===== src/design/fxalu_pkg.sv =====
// shared types, opcodes and helpers for the fixed-point alu
package fxalu_pkg;

  // fraction bits of the fixed-point format
  localparam int unsigned FracBits = 8;
  // dividend magnitude width: 32 bits shifted left by FracBits
  localparam int unsigned NumW = 32 + FracBits;
  // one quotient bit is settled in each divider cell
  localparam int unsigned NumCells = NumW;

  typedef enum logic [3:0] {
    OP_ADD      = 4'd0,
    OP_SUB      = 4'd1,
    OP_MUL      = 4'd2,
    OP_DIV      = 4'd3,
    OP_MIN      = 4'd4,
    OP_MAX      = 4'd5,
    OP_CMP      = 4'd6,
    OP_INC      = 4'd7,
    OP_DEC      = 4'd8,
    OP_TO_INT   = 4'd9,
    OP_FROM_INT = 4'd10
  } opcode_e;

  typedef struct packed {
    logic [3:0]         opcode;
    logic signed [31:0] operand_a;
    logic signed [31:0] operand_b;
  } req_t;

  typedef struct packed {
    logic signed [31:0] result;
    logic               is_less;
    logic               is_equal;
    logic               is_greater;
    logic               overflowed;
    logic               divided_by_zero;
  } rsp_t;

  // item travelling down the cell row
  typedef struct packed {
    logic            valid;
    rsp_t            rsp;      // final answer unless a nonzero divide
    logic            is_div;
    logic            neg;      // quotient sign
    logic [NumW-1:0] num;      // dividend bits still to shift in
    logic [NumW:0]   rem;      // partial remainder
    logic [NumW-1:0] quo;      // quotient bits so far
    logic [32:0]     den;      // divisor magnitude
  } cell_t;

  // saturate a 34-bit signed sum to 32 bits
  function automatic logic [32:0] sat34(input logic signed [33:0] v);
    logic [32:0] r;
    if (v > 34'sd2147483647) r = {1'b1, 32'h7fffffff};
    else if (v < -34'sd2147483648) r = {1'b1, 32'h80000000};
    else r = {1'b0, v[31:0]};
    return r;
  endfunction

endpackage


===== src/design/fxalu_front.sv =====
// input stage: finishes every op but a nonzero divide, which it prepares
module fxalu_front (
  input  logic              clk_i,
  input  logic              rst_ni,
  input  logic              en_i,
  input  logic              valid_i,
  input  fxalu_pkg::req_t   req_i,
  output fxalu_pkg::cell_t  cell_o
);

  logic signed [31:0] a, b;
  logic signed [63:0] prod_q;
  logic [3:0]         op_q;
  fxalu_pkg::req_t    req_q;
  logic               valid_q;
  fxalu_pkg::cell_t   cell_d, cell_q;
  logic [63:0]        pmag;
  logic [63:0]        prnd;
  logic signed [65:0] pres;
  logic [32:0]        s;
  logic [31:0]        amag, bmag;

  assign a = req_i.operand_a;
  assign b = req_i.operand_b;

  // multiplier stage, registered before rounding
  always_ff @(posedge clk_i or negedge rst_ni) begin
    if (!rst_ni) begin
      valid_q <= 1'b0;
    end else if (en_i) begin
      valid_q <= valid_i;
    end
  end

  always_ff @(posedge clk_i) begin
    if (en_i) begin
      prod_q <= a * b;
      req_q  <= req_i;
    end
  end

  assign op_q = req_q.opcode;
  assign amag = req_q.operand_a[31] ? 32'(-req_q.operand_a) : req_q.operand_a;
  assign bmag = req_q.operand_b[31] ? 32'(-req_q.operand_b) : req_q.operand_b;
  assign pmag = prod_q[63] ? 64'(-prod_q) : 64'(prod_q);
  assign prnd = (pmag + (64'd1 << (fxalu_pkg::FracBits - 1))) >> fxalu_pkg::FracBits;
  assign pres = prod_q[63] ? -$signed({2'b00, prnd}) : $signed({2'b00, prnd});

  // finish the simple operations
  always_comb begin
    logic signed [31:0] ra, rb;
    logic signed [65:0] fi;
    ra = req_q.operand_a;
    rb = req_q.operand_b;
    fi = 66'(ra) <<< fxalu_pkg::FracBits;
    s  = '0;
    cell_d = '0;
    cell_d.valid = valid_q;
    cell_d.rsp.is_less    = ra < rb;
    cell_d.rsp.is_equal   = ra == rb;
    cell_d.rsp.is_greater = ra > rb;
    case (op_q)
      fxalu_pkg::OP_ADD: s = fxalu_pkg::sat34(34'(ra) + 34'(rb));
      fxalu_pkg::OP_SUB: s = fxalu_pkg::sat34(34'(ra) - 34'(rb));
      fxalu_pkg::OP_MUL: begin
        if (pres > 66'sd2147483647) s = {1'b1, 32'h7fffffff};
        else if (pres < -66'sd2147483648) s = {1'b1, 32'h80000000};
        else s = {1'b0, pres[31:0]};
      end
      fxalu_pkg::OP_MIN: s = {1'b0, (ra < rb) ? ra : rb};
      fxalu_pkg::OP_MAX: s = {1'b0, (ra > rb) ? ra : rb};
      fxalu_pkg::OP_INC: s = fxalu_pkg::sat34(34'(ra) + 34'sd1);
      fxalu_pkg::OP_DEC: s = fxalu_pkg::sat34(34'(ra) - 34'sd1);
      fxalu_pkg::OP_TO_INT: s = {1'b0, 32'(ra >>> fxalu_pkg::FracBits)};
      fxalu_pkg::OP_FROM_INT: begin
        if (fi > 66'sd2147483647) s = {1'b1, 32'h7fffffff};
        else if (fi < -66'sd2147483648) s = {1'b1, 32'h80000000};
        else s = {1'b0, fi[31:0]};
      end
      fxalu_pkg::OP_DIV: begin
        if (rb == 32'sd0) begin
          cell_d.rsp.divided_by_zero = 1'b1;
          if (ra > 0) s = {1'b0, 32'h7fffffff};
          else if (ra < 0) s = {1'b0, 32'h80000000};
        end else begin
          cell_d.is_div = 1'b1;
        end
      end
      default: s = '0;
    endcase
    cell_d.rsp.result     = s[31:0];
    cell_d.rsp.overflowed = s[32];
    cell_d.neg = ra[31] ^ rb[31];
    cell_d.num = {amag, {fxalu_pkg::FracBits{1'b0}}};
    cell_d.den = {1'b0, bmag};
  end

  // prepare stage register feeding the divider row
  always_ff @(posedge clk_i or negedge rst_ni) begin
    if (!rst_ni) begin
      cell_q <= '0;
    end else if (en_i) begin
      cell_q <= cell_d;
    end
  end

  assign cell_o = cell_q;

endmodule


===== config.mk =====
export PLATFORM = sky130hd
export DESIGN_NAME = fxalu_front
export DESIGN_NICKNAME = d
export VERILOG_FILES = /design/src/design/fxalu_pkg.sv /design/src/design/fxalu_front.sv
export SDC_FILE = /design/constraint.sdc
export NUM_CORES = 2
export LEC_CHECK = 0
export BUFFER_PORTS_ARGS = -buffer_cell sky130_fd_sc_hd__buf_2
export CAP_MARGIN = 30
export CORE_MARGIN = 3
export CORE_UTILIZATION = 45
export DETAILED_ROUTE_END_ITERATION = 10
export GPL_TIMING_DRIVEN = 0
export SYNTH_ARGS = -nofsm -noshare
export SYNTH_HDL_FRONTEND = slang
export SYNTH_SLANG_ARGS = --single-unit

===== constraint.sdc =====
create_clock -name clk_i -period 12.85 [get_ports clk_i]
set_clock_uncertainty 0.15 [all_clocks]
set_input_delay 0.6425 -clock clk_i [delete_from_list [all_inputs] [get_ports clk_i]]
set_output_delay 0.6425 -clock clk_i [all_outputs]
set_load 0.1 [all_outputs]

==> impl_metrics.ini <==
[global_route]
grt_pass1_vias = 52840
grt.overflow.total = 0
grt_pass1_wl_mm = 378.7
grt_antenna_before_repair = 28
grt_start_max_net_pins = 71
grt_usage = 0.3929

[logic_synthesis]
ys_seq_area_frac = 0.1128
synth-simple-area-share = 0.1730
synth_xor_area_frac = 0.04901
yosys.area.top_type = fa_1
ys_warn_count = 0
synthAdderAreaFrac = 0.4259
ys_dominant_reg_cell = edfxtp_1
synth-seq-cells = 237
async_reset_ff_frac = 0.4430
synth_compound_area_frac = 0.1115
synth.distinct_cells = 98
syn_area_per_cell_um2 = 8.577
ys_top_cells_by_area = fa_1 37%, inv_1 8.2%, edfxtp_1 6.8%
muxShareOfSynthArea = 0.008842
synth_cells = 6814
syn_area_mm2 = 0.05844
synth_top_family_by_area = adder cells
synth_edf_count = 132
synthDominantCellAreaShare = 0.3713

[placed_design]
portBuffers = 175
gp_congestion = 1.033
dpl.hpwl_mm = 223.2
dpl_cell_area_mm2 = 0.06270

[cts]
clockBufferDepth = 3
cts_sinks = 237
cts_tree = built
cts-root-buf = clkbuf_16
cts_buffers = 27
clk_pin_slew_ps = 70
htree_levels = 1
clk-insertion-delay-late_ps = 600

[cells_and_area]
final_common_cell = inv_1
fin_util = 0.4968
layout-area-overhead-vs-synth_pct = 8.968
drive_above_1_share = 0.06424
fin_nets = 8583
mostFrequentLayoutCells = 1280 x inv_1, 1084 x fa_1, 994 x nand2_1
stdcell_area_mm2 = 0.06368

[sta]
worst_pin_slew_ps = 1191
slew_headroom = 0.2059
rsz0062_at_grt = no
fin_crit_sh = 0.9482
fmaxAchievable_mhz = 82.08
setup_viol = 0
fin_crit_ps = 12180
final_max_slew_viol_count = 0
hold_violations = 0
holdWs_ps = 62.24

[detailed_routing]
dr_total_vias = 52010
drt-pass1-iter-count = 6
wire_per_inst_um = 29.67
post_drt_via_cell_ratio = 5.815
drc = 0
wl_mm = 265.4
drt_iter0_markers = 5295
ant_nets = 0

[critical_path]
path_max_fanout = 19
cp.arrival_ps = 12550
end_kind = flop
ff2ff_path_depth = 34
cp-startpoint = prod_q[63]
crit_path_max_incr_delay_ps = 750
cp_slowest_cell = nor3b_1
crit_required_ps = 13220
worstSetupPathType = reg -> reg
crit-reg2reg-launch = prod_q[63]
crit_top_cell = clkbuf_2
worstSetupStartpointType = flop

[floorplan]
start_util = 0.4559
fp.dieW_um = 366.4
die_h_um = 366.4
ios = 266
core-area_mm2 = 0.1282
die_area_mm2 = 0.1342
std_cell_rows = 131

[min_path]
min_path_cells = 1
worstHoldStart = req_i[67]
holdCritPathClass = in -> reg

[job]
drv_cap = 0

[outcome]
status = finished, final reports clean
## area by class of cell
class,instances,area [um^2]
Tap cell,1729,2163
Clock inverter,13,133.9
Clock buffer,36,709.4
Sequential cell,237,6591
Antenna cell,23,57.56
Multi-Input combinational cell,4913,45270
Timing Repair Buffer,242,1805
Inverter,1281,4808
Fill cell,12790,64490
Buffer,470,2141
## cells by family after synthesis
logic type / Yosys count
AO/OA/AOI/OAI: 975
XOR/XNOR: 327
adder cells (fa/ha/maj): 1339
buffers and inverters: 1753
flip-flops: 237
multiplexers: 50
other: 1
AND/OR/NAND/NOR: 2132
## routing by layer
layer	vias to the layer above	GRT usage	part of all wire
li1	22110	-	-
met1	26200	0.4694	0.36
met2	2872	0.6304	0.45
met3	815	0.08060	0.090
met4	16	0.2866	0.093
met5	-	0.003561	0.00046
## cell usage after synthesis (all sizes together) (46+ instances only)
| library cell | count |
|---|---|
| and2 | 253 |
| nor4 | 46 |
| and3 | 50 |
| a21oi | 283 |
| dfrtp | 105 |
| nor3 | 106 |
| fa | 1084 |
| nand3 | 89 |
| nand2 | 995 |
| xor2 | 125 |
| xnor2 | 202 |
| inv | 1280 |
| buf | 118 |
| ha | 255 |
| o21ai | 174 |
| nand2b | 77 |
| edfxtp | 132 |
| or3 | 50 |
| clkbuf | 354 |
| nor2 | 291 |
## state kept, by name, indices dropped and copies added, names as in the netlist
| signal | count |
|---|---|
| req_q | 64 |
| prod_q | 64 |
| op_q | 4 |
| valid_q | 1 |
| cell_o | 104 |
## stage by stage
step | TNS [ps] | worst slack, ps | std cells
6_report | 0 | 666.2 | 8944
5_1_grt | 0 | 80.80 | 8922
4_1_cts | 0 | 95.12 | 8918
3_5_place_dp | -59190 | -2099 | 8868
3_3_place_gp | -76740 | -2639 | 8807
2_1_floorplan | 0 | 3548 | 6903
## worst paths after layout
path | to | slack [ps]
worst min-delay path | op_q[3] | 60
max in group asynchronous | cell_o[28] | 11340
worst max-delay path | cell_o[162] | 670
min in group asynchronous | cell_o[162] | 450
worst min register to register | cell_o[158] | 340
worst max register to register | cell_o[162] | 670
## worst max-delay path: cells and delay by family, from the launching register on
kind	cells	cell delay, ps
flip-flops	1	470
AND/OR/NAND/NOR	7	2420
buffers and inverters	15	5500
AO/OA/AOI/OAI	8	2590
XOR/XNOR	3	580
adder cells (fa/ha/maj)	1	330
## repair_timing
action / CTS / global route
resized for setup: 6 / 4
buffers inserted: 1 / 0
setup endpoints to repair: 33 / 33
cloned: 0 / 0
hold buffers: 1 / 0
pin swaps: 0 / 0
hold endpoints to repair: 40 / 0
Power is left out: the tool's default activity adds up to more than one toggle a clock period on the data nets, which glitch-free logic cannot reach.
