$ cat src/design/fxalu_pkg.sv
// shared types, opcodes and helpers for the fixed-point alu
package fxalu_pkg;

  // fraction bits of the fixed-point format
  localparam int unsigned FracBits = 8;
  // dividend magnitude width: 32 bits shifted left by FracBits
  localparam int unsigned NumW = 32 + FracBits;
  // one quotient bit is settled in each divider cell
  localparam int unsigned NumCells = NumW;

  typedef enum logic [3:0] {
    OP_ADD      = 4'd0,
    OP_SUB      = 4'd1,
    OP_MUL      = 4'd2,
    OP_DIV      = 4'd3,
    OP_MIN      = 4'd4,
    OP_MAX      = 4'd5,
    OP_CMP      = 4'd6,
    OP_INC      = 4'd7,
    OP_DEC      = 4'd8,
    OP_TO_INT   = 4'd9,
    OP_FROM_INT = 4'd10
  } opcode_e;

  typedef struct packed {
    logic [3:0]         opcode;
    logic signed [31:0] operand_a;
    logic signed [31:0] operand_b;
  } req_t;

  typedef struct packed {
    logic signed [31:0] result;
    logic               is_less;
    logic               is_equal;
    logic               is_greater;
    logic               overflowed;
    logic               divided_by_zero;
  } rsp_t;

  // item travelling down the cell row
  typedef struct packed {
    logic            valid;
    rsp_t            rsp;      // final answer unless a nonzero divide
    logic            is_div;
    logic            neg;      // quotient sign
    logic [NumW-1:0] num;      // dividend bits still to shift in
    logic [NumW:0]   rem;      // partial remainder
    logic [NumW-1:0] quo;      // quotient bits so far
    logic [32:0]     den;      // divisor magnitude
  } cell_t;

  // saturate a 34-bit signed sum to 32 bits
  function automatic logic [32:0] sat34(input logic signed [33:0] v);
    logic [32:0] r;
    if (v > 34'sd2147483647) r = {1'b1, 32'h7fffffff};
    else if (v < -34'sd2147483648) r = {1'b1, 32'h80000000};
    else r = {1'b0, v[31:0]};
    return r;
  endfunction

endpackage

$ cat src/design/fxalu_cell.sv
// one restoring-division cell: settles one quotient bit and hands on
module fxalu_cell (
  input  logic              clk_i,
  input  logic              rst_ni,
  input  logic              en_i,
  input  fxalu_pkg::cell_t  cell_i,
  output fxalu_pkg::cell_t  cell_o
);

  fxalu_pkg::cell_t cell_d, cell_q;
  logic [fxalu_pkg::NumW:0] sh;
  logic [fxalu_pkg::NumW:0] dif;

  // shift in the next dividend bit and try the subtract
  assign sh  = {cell_i.rem[fxalu_pkg::NumW-1:0], cell_i.num[fxalu_pkg::NumW-1]};
  assign dif = sh - (fxalu_pkg::NumW+1)'(cell_i.den);

  always_comb begin
    cell_d = cell_i;
    cell_d.num = cell_i.num << 1;
    if (!dif[fxalu_pkg::NumW]) begin
      cell_d.rem = dif;
      cell_d.quo = {cell_i.quo[fxalu_pkg::NumW-2:0], 1'b1};
    end else begin
      cell_d.rem = sh;
      cell_d.quo = {cell_i.quo[fxalu_pkg::NumW-2:0], 1'b0};
    end
  end

  // cell register handing on to the next cell
  always_ff @(posedge clk_i or negedge rst_ni) begin
    if (!rst_ni) begin
      cell_q <= '0;
    end else if (en_i) begin
      cell_q <= cell_d;
    end
  end

  assign cell_o = cell_q;

endmodule

$ cat config.mk
export PLATFORM = sky130hd
export DESIGN_NAME = fxalu_cell
export DESIGN_NICKNAME = d
export VERILOG_FILES = /design/src/design/fxalu_pkg.sv /design/src/design/fxalu_cell.sv
export SDC_FILE = /design/constraint.sdc
export NUM_CORES = 1
export LEC_CHECK = 0
export ABC_CLOCK_PERIOD_IN_PS = 1100
export BUFFER_PORTS_ARGS = -buffer_cell sky130_fd_sc_hd__buf_2
export CORE_AREA = 2 2 154 156
export DETAILED_ROUTE_END_ITERATION = 12
export DIE_AREA = 0 0 156 158
export GPL_ROUTABILITY_DRIVEN = 0
export PLACE_DENSITY = 0.72
export SYNTH_ARGS = -nofsm -noshare
export SYNTH_HDL_FRONTEND = slang
export SYNTH_SLANG_ARGS = --single-unit
$ cat constraint.sdc
create_clock -name clk_i -period 1.1 [get_ports clk_i]
set_clock_uncertainty 0.05 [all_clocks]
set_input_delay 0 -clock clk_i [delete_from_list [all_inputs] [get_ports clk_i]]
set_output_delay 0 -clock clk_i [all_outputs]
set_load 0.01 [all_outputs]
==> results.cfg, run 1 <==
[clock_network]
worstSkewPairLatency_ps = 440
numCtsBuffers = 17
cts_root_buf = clkbuf_16
cts_tree = yes
htreeDepth = 4
clk_pin_slew_ps = 80
cts.sinks = 193
clock_path_buffers = 2

[critical_path]
worstPathArrival_ps = 3260
path_class = in2reg
critPathCaptureType = flip-flop
required_ps = 1370
crit_path_start_kind = input port
path_max_fanout = 4

[global_routing]
grt_max_degree = 44
antenna_found_initial = 4
grt_pass1_wl_um = 56860
grt_overflow_total = 0
grt_usage_pct = 29.85
grt_pass1_vias = 10790

[finish]
layout_common_cells = buf_2 (380), dfrtp_1 (193), dlygate4sd3_1 (190), buf_4 (190), mux2_2 (152)
final_common_cell = buf_2
largest_reg_flops = 193
area_delta_synth_final_pct = 69.06
nFillCells = 1482
nNetsFinal = 1845
final_layout_size_suffix_gt1_share_pct = 51.91

[logic_synthesis]
syn_inst = 854
yosysWarningCount = 0
synthesis.nets = 1086
ys.flop_type = dfrtp_1
synthArstFlopShare_pct = 100.0
avgSynthCellArea_um2 = 11.49
synth_edf_count = 0
syn_area_um2 = 9811
yosys_register_bits = 193
yosysSeqAreaShare_pct = 49.23
synth.distinct_cells = 70

[power]
p_leak_uw = 0.008032
irDropWorstVdd_mv = 1.039
powerDensity_nw_per_um2 = 1307

[die]
die_height_um = 158
coreArea_um2 = 23050
die_area_um2 = 24650
die_width_um = 156
rows = 56
initial_core_util_pct = 42.56
pin_count = 391

[timing]
period_needed_ps = 2994
drv_slew = 0
fin_setup_tns_ps = -68900
worst_pin_slew_ps = 550.8
whs_ps = -38.11
finalSetupViolations = 44
setup_slack_ps = -1894
slew_headroom_pct = 62.97
post-route-period-util_pct = 272.2
hold_viol = 1
clock.fmax_mhz = 334.0
rsz0062_at_grt = yes

[detailed_routing]
routedWlPerCell_um = 20.08
firstDrtPassIters = 5
dr.first_iter.drc_count = 660
drc = 0
via_count = 10060
antenna_left = 0
routed_wl_um = 38520
viasPerCell = 5.243

[min_path]
min_path_type = in2reg

[placement]
portBuffers = 387
hpwl_um = 24050
pre_cts_slack_ps = -2396

[run_status]
status = finished with violations
violations = negative hold slack, negative setup slack

[flow_run]
max_cap_violations = 0
==> power breakdown <==
group          switching (µW)  internal, µW
Clock                    3560          3430
Sequential                504          7870
Combinational            3060          3250
==> area by class of cell <==
cell class / instances / area [µm²] / area share, %
repair buffers: 789 / 5709 / 34.42
flip-flops and latches: 193 / 4830 / 29.12
well taps: 290 / 362.8 / 2.188
inverters: 54 / 215.2 / 1.298
clock inverters: 15 / 241.5 / 1.456
clock buffers: 17 / 425.4 / 2.565
multi-input cells: 558 / 4797 / 28.92
diodes: 2 / 5.005 / 0.03018
==> cell families after synthesis <==
family	synth area share, %
flops	49.23
compound gates	12.87
mux	19.63
simple gates	6.517
buf+inv	4.145
fa+ha+maj	4.540
xor+xnor	3.035
other cells	0.03822
==> cell usage after synthesis, types with 13 or more instances <==
| cell | count | area [µm²] |
|---|---|---|
| nor2_1 | 46 | 172.7 |
| ha_1 | 34 | 425.4 |
| mux2_2 | 155 | 1745 |
| a21o_1 | 13 | 97.59 |
| nand2_1 | 33 | 123.9 |
| mux2i_1 | 18 | 180.2 |
| clkbuf_1 | 32 | 120.1 |
| a21oi_1 | 63 | 315.3 |
| inv_1 | 54 | 202.7 |
| o21ai_0 | 44 | 220.2 |
| xor2_1 | 14 | 122.6 |
| xnor2_1 | 20 | 175.2 |
| dfrtp_1 | 193 | 4830 |
==> worst paths after layout <==
check                                  from          end  slack, ps  cells after the start
worst max-delay path            cell_i[153]  cell_o[108]      -1890                     19
worst min-delay path            cell_i[112]  cell_o[113]        -40                      3
worst max register to register   cell_o[42]   cell_o[42]         60                      2
worst min register to register   cell_o[10]   cell_o[10]        460                      1
max in group asynchronous            rst_ni   cell_o[36]        430                      3
min in group asynchronous            rst_ni   cell_o[17]          0                      2
==> repair_timing <==
item                                   in CTS  in global routing
pin swaps                                  20                 13
endpoints found under the hold margin     380                  2
cloned                                      4                  0
setup buffers                              19                  9
setup endpoints to repair                  42                 50
hold buffers                              189                  1
resized for setup                          40                 33
==> metrics by stage <==
step | util [%] | instance area [µm²] | power (µW) | std cells
3_5_place_dp | 58.83 | 13560 | 13710 | 1673
2_1_floorplan | - | 9975 | 11000 | 854
4_1_cts | 71.41 | 16460 | 21370 | 1911
5_1_grt | 71.93 | 16580 | 22540 | 1916
6_report | 71.95 | 16590 | 21680 | 1918
3_3_place_gp | 58.83 | 13560 | 13570 | 1673
==> per-layer routing <==
layer,up-vias,track usage (%),share of wire (%)
met1,4884,33.40,37
met2,480,53.14,50
met3,131,6.981,7.1
met4,4,15.55,5.1
met5,-,0,0.070
li1,4557,-,-
==> worst max-delay path: stages <==
cell	delay (ps)
buf_12	110
inv_12	40
ha_4	110
inv_2	30
fa_2	340
a21o_1	190
a221o_2	380
a31oi_4	240
nor2_4	60
a31oi_4	170
o2bb2ai_2	140
o211ai_1	110
ha_2	340
or2b_4	290
a21oi_2	130
nand2_1	80
a311oi_2	230
xnor2_1	170
a21oi_1	90
(Power assumes the default switching activity.)
==> run 2: changes to the inputs <==
Settings changed: CELL_PAD_IN_SITES_DETAIL_PLACEMENT set to 0, CELL_PAD_IN_SITES_GLOBAL_PLACEMENT set to 1, CORE_AREA 2 2 154 156 to not set, CORE_ASPECT_RATIO set to 1.1, CORE_MARGIN set to 2, CORE_UTILIZATION set to 37, DIE_AREA 0 0 156 158 to not set, PLACE_DENSITY 0.72 to not set, PLACE_DENSITY_LB_ADDON set to 0.1.
==> run 2 against run 1 <==
  * The run still ends with negative hold slack, negative setup slack left
  * Utilization shrank 9.0 points
  * Total power fell by 4.6%
  * Via count shrank 7.5%
  * Wire length decreased by 11%
  * Final cell count is 2.8% higher
  * Critical path depth stayed put
  * Register-to-register slack better by 80 ps
  * Hold slack got worse by 22 ps
  * Largest power group unchanged
==> results.cfg, run 2 (synthesis results as in run 1) <==
[timing]
rsz0062_at_grt = yes
whs_ps = -59.98
finalSetupViolations = 42
period_needed_ps = 2927
clock.fmax_mhz = 341.7
worst_pin_slew_ps = 543.6
post-route-period-util_pct = 266.1
setup_slack_ps = -1827
drv_slew = 0
slew_headroom_pct = 63.29
hold_viol = 1

[clock_network]
cts_root_buf = clkbuf_16
clk_pin_slew_ps = 70
worstSkewPairLatency_ps = 450
numCtsBuffers = 17
cts_hold_buf = 191
clock_path_buffers = 2
cts_tree = yes
htreeDepth = 4
cts.sinks = 193

[die]
pin_count = 391
rows = 62
die_area_um2 = 27840
die_height_um = 174.8
initial_core_util_pct = 37.64
die_width_um = 159.3
coreArea_um2 = 26070

[detailed_routing]
viasPerCell = 4.718
firstDrtPassIters = 4
via_count = 9303
dr.first_iter.drc_count = 375
drc = 0
antenna_left = 0
routedWlPerCell_um = 17.35
routed_wl_um = 34220

[run_status]
violations = negative hold slack, negative setup slack
status = finished with violations

[power]
p_total_uw = 20680
irDropWorstVdd_mv = 0.8349
powerDensity_nw_per_um2 = 1260
p_leak_uw = 0.007939

[critical_path]
crit_chain = buf_12 -> inv_12 -> ha_4 -> inv_2 -> fa_2 -> a21o_1 -> a221o_2 -> a31oi_4 -> nor2_4 -> a31oi_4 -> o2bb2ai_2 -> o211ai_1 -> ha_2 -> or2b_4 -> a21oi_2 -> nand2_1 -> a311oi_2 -> xnor2_1 -> a21oi_1
crit_path_start_kind = input port
required_ps = 1380
worstPathArrival_ps = 3210
cpMaxStageDelayCell = a221o_2
path_class = in2reg
path_max_fanout = 4
slowest_delay_ps = 380
cpMostUsedCell = a31oi_4
critPathCaptureType = flip-flop

[finish]
area_delta_synth_final_pct = 67.36
final_layout_size_suffix_gt1_share_pct = 50.68
final_common_cell = buf_2
layout_common_cells = buf_2 (383), dfrtp_1 (193), dlygate4sd3_1 (191)
final_util_pct = 62.99
nFillCells = 2234
largest_reg_flops = 193
antenna_cells = 0
nNetsFinal = 1839

[placement]
hpwl_um = 25100
portBuffers = 387
pre_cts_slack_ps = -2357

[global_routing]
grt_pass1_vias = 10100
grt_max_degree = 48
grt_usage_pct = 25.03
grt_overflow_total = 0
grt_pass1_wl_um = 54770
antenna_found_initial = 1

[flow_run]
max_cap_violations = 0

[min_path]
min_path_type = in2reg
## run 2: cell types whose count changed in the layout (fill, tap and decap cells not counted), moves of 3 or more
cell	change
nor2_4	-3
buf_2	+3
clkinv_8	-5
clkinv_4	+3
o21ai_2	-12
buf_6	-5
nor2_1	+4
buf_8	-5
inv_12	-3
o21ai_1	+13
## run 2: final cells by class
| cell class | instances | area (µm²) | area share [%] |
|---|---|---|---|
| Clock buffer | 19 | 442.9 | 2.698 |
| Clock inverter | 13 | 148.9 | 0.9068 |
| Inverter | 54 | 215.2 | 1.311 |
| Multi-Input combinational cell | 558 | 4690 | 28.56 |
| Sequential cell | 193 | 4830 | 29.41 |
| Tap cell | 352 | 440.4 | 2.682 |
| Timing Repair Buffer | 783 | 5653 | 34.43 |
## run 2: report_power, final
part	switching, µW	internal [µW]
Clock	3060	3280
Sequential	431	7870
Combinational	2830	3210
## run 2: worst max-delay path: cells and delay by family
family,cells,cell delay [ps]
compound gates,9,1610
fa+ha+maj,3,820
simple gates,3,440
buf+inv,3,180
xor+xnor,1,150
## run 2: layer usage
metal | up-vias | global-route usage (%) | share of wire, %
li1 | 4532 | - | -
met1 | 4423 | 29.37 | 41
met2 | 294 | 44.55 | 51
met3 | 54 | 6.812 | 6.0
met4 | 0 | 7.917 | 2.7
met5 | - | 0 | 0
## run 2: repair_timing
item                                    in CTS  in global routing
setup buffers                                7                  7
endpoints found under the hold margin      383                  1
pin swaps                                   14                  3
endpoints found under the setup margin      43                 48
gates resized for setup                     22                  4
cloned                                       3                  0
## run 2: final timing paths
kind | endpoint | depth (start not counted) | slack, ps | from
max in group asynchronous | cell_o[175] | 3 | 440 | rst_ni
max reg2reg | cell_o[110] | 3 | 140 | cell_o[110]
min in group asynchronous | cell_o[90] | 2 | 10 | rst_ni
max | cell_o[108] | 19 | -1830 | cell_i[153]
min reg2reg | cell_o[112] | 1 | 440 | cell_o[112]
min | cell_o[113] | 3 | -60 | cell_i[112]
## run 2: per-stage QoR
step	area [µm²]	TNS [ps]	hold slack, ps	instances
after floorplan	9975	-77880	-345.6	854
after global placement	13620	-90310	-80.19	1734
after detailed placement	13620	-92520	-81.29	1734
after CTS	16350	-65820	-73.73	1966
after global routing	16420	-70250	-61.83	1972
final	16420	-66270	-59.98	1972
