**config.mk**
```make
export PLATFORM = sky130hd
export DESIGN_NAME = fxalu_back
export DESIGN_NICKNAME = d
export VERILOG_FILES = /design/src/design/fxalu_pkg.sv /design/src/design/fxalu_back.sv
export SDC_FILE = /design/constraint.sdc
export NUM_CORES = 1
export LEC_CHECK = 0
export ABC_CLOCK_PERIOD_IN_PS = 800
export BUFFER_PORTS_ARGS = -buffer_cell sky130_fd_sc_hd__clkbuf_2
export CAP_MARGIN = 20
export CORE_AREA = 2 2 110 112
export CTS_CLUSTER_SIZE = 12
export DETAILED_ROUTE_END_ITERATION = 16
export DIE_AREA = 0 0 112 114
export MAX_ROUTING_LAYER = met4
export PLACE_DENSITY_LB_ADDON = 0.08
export SLEW_MARGIN = 20
export SYNTH_ARGS = -nofsm -noshare
export SYNTH_HDL_FRONTEND = slang
export SYNTH_SLANG_ARGS = --single-unit
```
**constraint.sdc**
```tcl
create_clock -name clk_i -period 0.8 [get_ports clk_i]
set_input_delay 0.08 -clock clk_i [delete_from_list [all_inputs] [get_ports clk_i]]
set_output_delay 0.08 -clock clk_i [all_outputs]
set_load 0.01 [all_outputs]
```
**src/design/fxalu_pkg.sv**
```systemverilog
// shared types, opcodes and helpers for the fixed-point alu
package fxalu_pkg;

  // fraction bits of the fixed-point format
  localparam int unsigned FracBits = 8;
  // dividend magnitude width: 32 bits shifted left by FracBits
  localparam int unsigned NumW = 32 + FracBits;
  // one quotient bit is settled in each divider cell
  localparam int unsigned NumCells = NumW;

  typedef enum logic [3:0] {
    OP_ADD      = 4'd0,
    OP_SUB      = 4'd1,
    OP_MUL      = 4'd2,
    OP_DIV      = 4'd3,
    OP_MIN      = 4'd4,
    OP_MAX      = 4'd5,
    OP_CMP      = 4'd6,
    OP_INC      = 4'd7,
    OP_DEC      = 4'd8,
    OP_TO_INT   = 4'd9,
    OP_FROM_INT = 4'd10
  } opcode_e;

  typedef struct packed {
    logic [3:0]         opcode;
    logic signed [31:0] operand_a;
    logic signed [31:0] operand_b;
  } req_t;

  typedef struct packed {
    logic signed [31:0] result;
    logic               is_less;
    logic               is_equal;
    logic               is_greater;
    logic               overflowed;
    logic               divided_by_zero;
  } rsp_t;

  // item travelling down the cell row
  typedef struct packed {
    logic            valid;
    rsp_t            rsp;      // final answer unless a nonzero divide
    logic            is_div;
    logic            neg;      // quotient sign
    logic [NumW-1:0] num;      // dividend bits still to shift in
    logic [NumW:0]   rem;      // partial remainder
    logic [NumW-1:0] quo;      // quotient bits so far
    logic [32:0]     den;      // divisor magnitude
  } cell_t;

  // saturate a 34-bit signed sum to 32 bits
  function automatic logic [32:0] sat34(input logic signed [33:0] v);
    logic [32:0] r;
    if (v > 34'sd2147483647) r = {1'b1, 32'h7fffffff};
    else if (v < -34'sd2147483648) r = {1'b1, 32'h80000000};
    else r = {1'b0, v[31:0]};
    return r;
  endfunction

endpackage

```
**src/design/fxalu_back.sv**
```systemverilog
// output stage: rounds the quotient, saturates and holds the response
module fxalu_back (
  input  logic              clk_i,
  input  logic              rst_ni,
  input  logic              en_i,
  input  fxalu_pkg::cell_t  cell_i,
  output logic              valid_o,
  output fxalu_pkg::rsp_t   rsp_o
);

  fxalu_pkg::rsp_t          rsp_d, rsp_q;
  logic                     valid_q;
  logic [fxalu_pkg::NumW:0] q;
  logic [fxalu_pkg::NumW+1:0] r2;
  logic                     up;

  // round half away from zero: bump when twice the remainder reaches the divisor
  assign r2 = {cell_i.rem, 1'b0};
  assign up = r2 >= (fxalu_pkg::NumW+2)'(cell_i.den);
  assign q  = {1'b0, cell_i.quo} + (fxalu_pkg::NumW+1)'(up);

  always_comb begin
    rsp_d = cell_i.rsp;
    if (cell_i.is_div) begin
      if (!cell_i.neg) begin
        if (q > (fxalu_pkg::NumW+1)'(32'h7fffffff)) begin
          rsp_d.result = 32'h7fffffff;
          rsp_d.overflowed = 1'b1;
        end else begin
          rsp_d.result = q[31:0];
        end
      end else begin
        if (q > (fxalu_pkg::NumW+1)'(33'h080000000)) begin
          rsp_d.result = 32'h80000000;
          rsp_d.overflowed = 1'b1;
        end else begin
          rsp_d.result = 32'(-q[31:0]);
        end
      end
    end
  end

  always_ff @(posedge clk_i or negedge rst_ni) begin
    if (!rst_ni) begin
      valid_q <= 1'b0;
    end else if (en_i) begin
      valid_q <= cell_i.valid;
    end
  end

  always_ff @(posedge clk_i) begin
    if (en_i) begin
      rsp_q <= rsp_d;
    end
  end

  assign valid_o = valid_q;
  assign rsp_o   = rsp_q;

endmodule

```
==> impl_metrics.env, run 1 <==
export IMPL_overflow=0
export IMPL_ys_warn_count=0
export IMPL_cell_internal_pwr_uw=5260
export IMPL_ff_latch_area_um2=1140
export IMPL_htree_levels=2
export IMPL_finalWirelength_um=20000
export IMPL_synth_top_area_cell="edfxtp_1"
export IMPL_start_util=0.435
export IMPL_place_ws_ns=-4.25
export IMPL_maxSlewViolCount=0
export IMPL_syn_nets=880
export IMPL_insertion_delay_ns=0.28
export IMPL_p_sw_uw=2410
export IMPL_place_inst=1157
export IMPL_antenna_found_initial=0
export IMPL_maxCapViolations=0
export IMPL_area_delta_synth_final_pct=67.3
export IMPL_status="finished, violations left"
export IMPL_grt_pass1_wl_um=31300
export IMPL_synth_edf_count=37
export IMPL_tightest_slew_ns=0.475
export IMPL_arrival_ns=4.82
export IMPL_port_buffers=194
export IMPL_crit_type="in2reg"
export IMPL_comb_power_share=0.415
export IMPL_synth_top_family_by_area="simple AND/OR/NAND/NOR gates"
export IMPL_crit_buf_inv=6
export IMPL_cp_common_cell="o21a_1"
export IMPL_slowest_stage="or4b_4"
export IMPL_track_usage=0.305
export IMPL_seq_area_frac_synth=0.223
export IMPL_die_area_um2=12800
export IMPL_relSlewSlack=0.683
export IMPL_pwr_share_clk=0.264
export IMPL_rsz0062_at_grt="yes"
export IMPL_finalNetCount=1284
export IMPL_path_delay_family="compound AO/OA/AOI/OAI gates"
export IMPL_num_rows=40
export IMPL_hold_class="in2reg"
export IMPL_cp_slowest_stage_delay_ns=0.46
export IMPL_holdPathStages=2
export IMPL_avgViaCountPerCell=5.71
export IMPL_hp_start="cell_i[193]"
export IMPL_synth_flop_cell="edfxtp_1"
export IMPL_synth_area_um2=5090
export IMPL_vias=6842
export IMPL_whs_ns=0.0375
export IMPL_timing_final_hold_violations=0
export IMPL_synth_mux_area_frac=0.0128
export IMPL_numCtsBuffers=5
export IMPL_fin_setup_tns_ns=-128.74
export IMPL_grt_max_degree=46
export IMPL_synth_xor_area_frac=0.0671
export IMPL_synth_compound_area_frac=0.209
export IMPL_detailed_place_hpwl_um=15700
export IMPL_postSynthCellCount=647
export IMPL_die_height_um=114
export IMPL_drive_gt1_frac=0.495
export IMPL_antenna_cells=0
export IMPL_swShare=0.314
export IMPL_synth_area_leaders="edfxtp_1 (22%), ha_1 (8.9%), nor2_1 (4.4%)"
export IMPL_numClockSinks=38
export IMPL_ys_seq_elements=38
export IMPL_ir_worst_vdd_v=0.00202
export IMPL_synthTopCellsByCount="nor2_1 (59), inv_1 (42), nand2_1 (42)"
export IMPL_fin_worst_skew_ns=0
export IMPL_fin_ws_ns=-3.90
export IMPL_dr_first_iter_drc_count=503
export IMPL_end_kind="flop"
export IMPL_ys_types=76
export IMPL_setup_viol=71
export IMPL_cts_buffer_depth=2
export IMPL_cts_tree="done"
export IMPL_core_area_um2=11700
export IMPL_yosysMostFrequentCell="nor2_1"
export IMPL_leakagePower_uw=0.00389
export IMPL_num_io_pins=235
export IMPL_layout_cells_non_filler=1199
export IMPL_cp_required_ns=0.92
export IMPL_violations="negative setup slack"
export IMPL_path_clk_slew_ns=0.06
export IMPL_synthAdderAreaFrac=0.0885
export IMPL_startpoint_type="primary input"
export IMPL_cts_root_buf="clkbuf_16"
export IMPL_synthSimpleGateAreaFrac=0.334
export IMPL_ys_async_sr_fraction=0.0263
export IMPL_ant_nets=0
export IMPL_fillCellCount=940
export IMPL_synth_top_area_share=0.218
export IMPL_finalWeightedCongestion=0.965
export IMPL_min_period_ns=4.70
export IMPL_multi_input_area_um2=4000
export IMPL_post_drt_wl_per_cell_um=16.7
export IMPL_route_detailed_drc=0
export IMPL_die_w_um=112
export IMPL_fmax_mhz=213
export IMPL_r2r_slack_ns=0.06
export IMPL_r2r_start="valid_o$_DFFE_PN0P_"
export IMPL_first_global_vias=6565
export IMPL_worstPathMaxFanout=5
export IMPL_first_pass_iters=5
export IMPL_seqPwrFrac=0.320
export IMPL_r2r_cells=1
export IMPL_finalCritPeriodShare=5.88
export IMPL_min_to="valid_o$_DFFE_PN0P_"
export IMPL_regToRegEndpoint="valid_o$_DFFE_PN0P_"
export IMPL_avgSynthCellArea_um2=7.86
export IMPL_p_per_area_nw_per_um2=900
power groups by stage:
stage          sequential [uW]  combinational, uW  clock, uW
2_1_floorplan             2590               1170          0
3_3_place_gp              2490               2790          0
3_5_place_dp              2500               2870          0
4_1_cts                   2460               3020       2010
5_1_grt                   2470               3450       2100
6_report                  2450               3180       2030
sequential cells by signal, indices dropped and copies added (netlist names):
name,cells
rsp_o,37
valid_o,1
how the worst max path moves through the flow:
stage,from,end,cells past startpoint
after global placement,cell_i[27],rsp_o[31]$_DFFE_PP_,25
after global routing,cell_i[1],rsp_o[25]$_DFFE_PP_,28
final,cell_i[1],rsp_o[25]$_DFFE_PP_,28
after detailed placement,cell_i[27],rsp_o[31]$_DFFE_PP_,25
after CTS,cell_i[73],rsp_o[21]$_DFFE_PP_,24
after floorplan,cell_i[73],rsp_o[21]$_DFFE_PP_,24
cells in the final DEF (no fill, tap or decap), types with 7 or more instances in the layout:
cell      instances
a21oi_1          19
nand2b_1          9
o211ai_1          7
nor3_1           20
a31oi_1          20
buf_6             8
nor2_1           56
a21o_1           10
nand3_1          25
xnor2_1          24
edfxtp_1         37
nand2_1          37
clkbuf_2        192
o32a_1           15
buf_4           221
o21ai_0          12
inv_1            40
xor2_1           13
or3_1            13
ha_1             31
and4_1           10
nand4_1          33
nor4_1           11
layout make-up:
class / instances / share of cell area
Multi-Input combinational cell: 529 / 0.469
Timing Repair Buffer: 434 / 0.338
Sequential cell: 38 / 0.133
Tap cell: 147 / 0.0216
Inverter: 43 / 0.0198
Clock buffer: 6 / 0.0163
Clock inverter: 2 / 0.00147
stage by stage:
step / instance area [um2] / power, uW / utilization
final: 8520 / 7660 / 0.727
after floorplan: 5210 / 3770 / -
after global placement: 7750 / 5280 / 0.662
after detailed placement: 7750 / 5370 / 0.662
after global routing: 8520 / 8020 / 0.727
after CTS: 8220 / 7480 / 0.702
metal layers:
layer  vias to the layer above  wire length (um)  GRT usage
met1                      3192              8090      0.364
met4                         0               425     0.0813
li1                       3283                 -          -
met3                        33              1490     0.0319
met5                         -                 0          -
met2                       334             10000      0.551
timing repair:
| item | CTS | global route |
|---|---|---|
| gates resized for setup | 43 | 32 |
| hold buffers | 5 | 0 |
| setup buffers | 11 | 14 |
| endpoints found under the hold margin | 5 | 0 |
| setup endpoints to repair | 71 | 71 |
| pin swaps | 27 | 52 |
| gates cloned | 2 | 2 |
cells by family (layout without fill, tap and decap cells):
group,after synthesis,in the layout
AO/OA/AOI/OAI,149,149
XOR/XNOR,39,39
adder cells (fa/ha/maj),36,36
buffers and inverters,81,485
flip-flops,38,38
multiplexers,6,6
AND/OR/NAND/NOR,298,299
Note: power is estimated with default switching activity, not from simulation.
==> inputs of run 2 (changes only) <==
Settings changed: PLACE_DENSITY set to 0.8, PLACE_DENSITY_LB_ADDON 0.08 to not set.
==> run 2 against run 1 <==
The flow still finishes with violations (negative setup slack); clock-buffer cell count did not move; sequential share of layout area hardly changed; final cell count shrank 0.75%; largest cell class unchanged; sequential power about the same; largest power group unchanged; critical path depth is 1 lower; routed wire length is 0.38% lower; clock power up 31%.
==> impl_metrics.env, run 2 (synthesized netlist as in run 1, its figures left out) <==
export IMPL_power_uw=8260
export IMPL_num_rows=40
export IMPL_timing_final_hold_violations=0
export IMPL_place_ws_ns=-4.17
export IMPL_numCtsBuffers=5
export IMPL_insertion_delay_ns=0.29
export IMPL_fin_worst_skew_ns=0
export IMPL_tightest_slew_ns=0.524
export IMPL_finalWirelength_um=19900
export IMPL_overflow=0
export IMPL_num_io_pins=235
export IMPL_grt_max_degree=46
export IMPL_use_met1=0.381
export IMPL_route_detailed_drc=0
export IMPL_maxCapViolations=0
export IMPL_crit_type="in2reg"
export IMPL_relSlewSlack=0.650
export IMPL_cts_buffer_depth=2
export IMPL_startpoint_type="primary input"
export IMPL_ff_latch_area_um2=1140
export IMPL_cts_root_buf="clkbuf_16"
export IMPL_antenna_found_initial=0
export IMPL_finalNetCount=1275
export IMPL_final_common_cell="buf_4"
export IMPL_path_clk_slew_ns=0.06
export IMPL_htree_levels=2
export IMPL_place_inst=1157
export IMPL_end_kind="flop"
export IMPL_ant_nets=0
export IMPL_fillCellCount=915
export IMPL_dr_first_iter_drc_count=602
export IMPL_top_usage_layer="met2"
export IMPL_drive_gt1_frac=0.485
export IMPL_cts_tree="done"
export IMPL_numClockSinks=38
export IMPL_track_usage=0.303
export IMPL_p_per_area_nw_per_um2=966
export IMPL_antenna_cells=0
export IMPL_die_w_um=112
export IMPL_post_drt_wl_per_cell_um=16.7
export IMPL_avgViaCountPerCell=5.82
export IMPL_vias=6924
export IMPL_detailed_place_hpwl_um=15100
export IMPL_port_buffers=194
export IMPL_leakagePower_uw=0.00386
export IMPL_die_area_um2=12800
export IMPL_fin_setup_tns_ns=-124.02
export IMPL_finalCritPeriodShare=5.80
export IMPL_core_area_um2=11700
export IMPL_arrival_ns=4.76
export IMPL_largest_reg_flops=37
export IMPL_fin_ws_ns=-3.84
export IMPL_final_cell_mix="buf_4 (211), clkbuf_2 (192), nor2_1 (55)"
export IMPL_first_global_vias=6582
export IMPL_layout_cells_non_filler=1190
export IMPL_setup_viol=71
export IMPL_maxSlewViolCount=0
export IMPL_first_pass_iters=7
export IMPL_status="finished, violations left"
export IMPL_multi_input_area_um2=4040
export IMPL_fmax_mhz=215
export IMPL_min_period_ns=4.64
export IMPL_start_util=0.435
export IMPL_area_delta_synth_final_pct=67.9
export IMPL_grt_pass1_wl_um=31100
export IMPL_ir_worst_vdd_v=0.00194
export IMPL_met3_usage=0.0271
export IMPL_grt_util_met2=0.514
export IMPL_die_height_um=114
export IMPL_worstPathMaxFanout=7
export IMPL_hold_class="in2reg"
export IMPL_finalWeightedCongestion=0.979
export IMPL_cp_required_ns=0.92
export IMPL_rsz0062_at_grt="yes"
export IMPL_violations="negative setup slack"
## run 2: final timing paths
check | startpoint | to | slack [ns] | cells past startpoint
max reg2reg | valid_o$_DFFE_PN0P_ | valid_o$_DFFE_PN0P_ | 0.05 | 1
min in group asynchronous | rst_ni | valid_o$_DFFE_PN0P_ | 0.10 | 2
min | cell_i[193] | valid_o$_DFFE_PN0P_ | 0.03 | 2
min reg2reg | valid_o$_DFFE_PN0P_ | valid_o$_DFFE_PN0P_ | 0.52 | 1
max | cell_i[73] | rsp_o[15]$_DFFE_PP_ | -3.84 | 27
max in group asynchronous | rst_ni | valid_o$_DFFE_PN0P_ | 0.61 | 2
## run 2: layout make-up
class,count,area share
Timing Repair Buffer,424,0.330
Inverter,43,0.0198
Clock inverter,2,0.00703
Clock buffer,6,0.0163
Multi-Input combinational cell,530,0.473
Sequential cell,38,0.133
Tap cell,147,0.0215
## run 2: report_power, final
part / switching (uW) / leakage (uW) / internal (uW)
clock network: 791 / 0.0000971 / 1870
logic: 1560 / 0.00339 / 1580
registers: 56.6 / 0.000376 / 2400
## run 2: layer usage
layer | part of all wire | wire (um) | vias up
li1 | - | - | 3273
met3 | 0.070 | 1400 | 59
met2 | 0.48 | 9650 | 358
met1 | 0.41 | 8250 | 3234
met5 | 0 | 0 | -
met4 | 0.031 | 614 | 0
## run 2: worst max-delay path: stages
cell and delay, ns:
buf_6 0.10, ha_4 0.21, nor2b_4 0.12, o21a_1 0.15, o21a_1 0.16, o21a_1 0.16, o21a_1 0.16, o21ai_1 0.12
a21oi_1 0.09, o211ai_1 0.17, o211ai_1 0.12, ha_2 0.23, ha_4 0.23, inv_4 0.06, ha_4 0.11, or4b_4 0.46
o31ai_4 0.09, o21ai_2 0.10, a211o_1 0.28, nand4b_1 0.22, o31a_1 0.35, buf_6 0.14, buf_8 0.13, nor2_4 0.15
buf_6 0.12, nand4_1 0.19, a31oi_1 0.28
## run 2: repair_timing
item                       4_1_cts  5_1_grt
setup endpoints to repair       71       71
resized for setup               53       29
hold endpoints to repair         5        0
pin swaps                       31       28
gates cloned                     2        0
hold buffers                     5        0
buffers inserted                 7       13
## run 2: metrics by stage
stage,util,hold WS (ns),area [um2]
floorplan,-,-0.216,5210
global placement,0.663,-0.138,7760
detailed placement,0.663,-0.139,7760
CTS,0.709,0.0351,8300
global route,0.729,0.0337,8540
finish,0.729,0.0343,8540
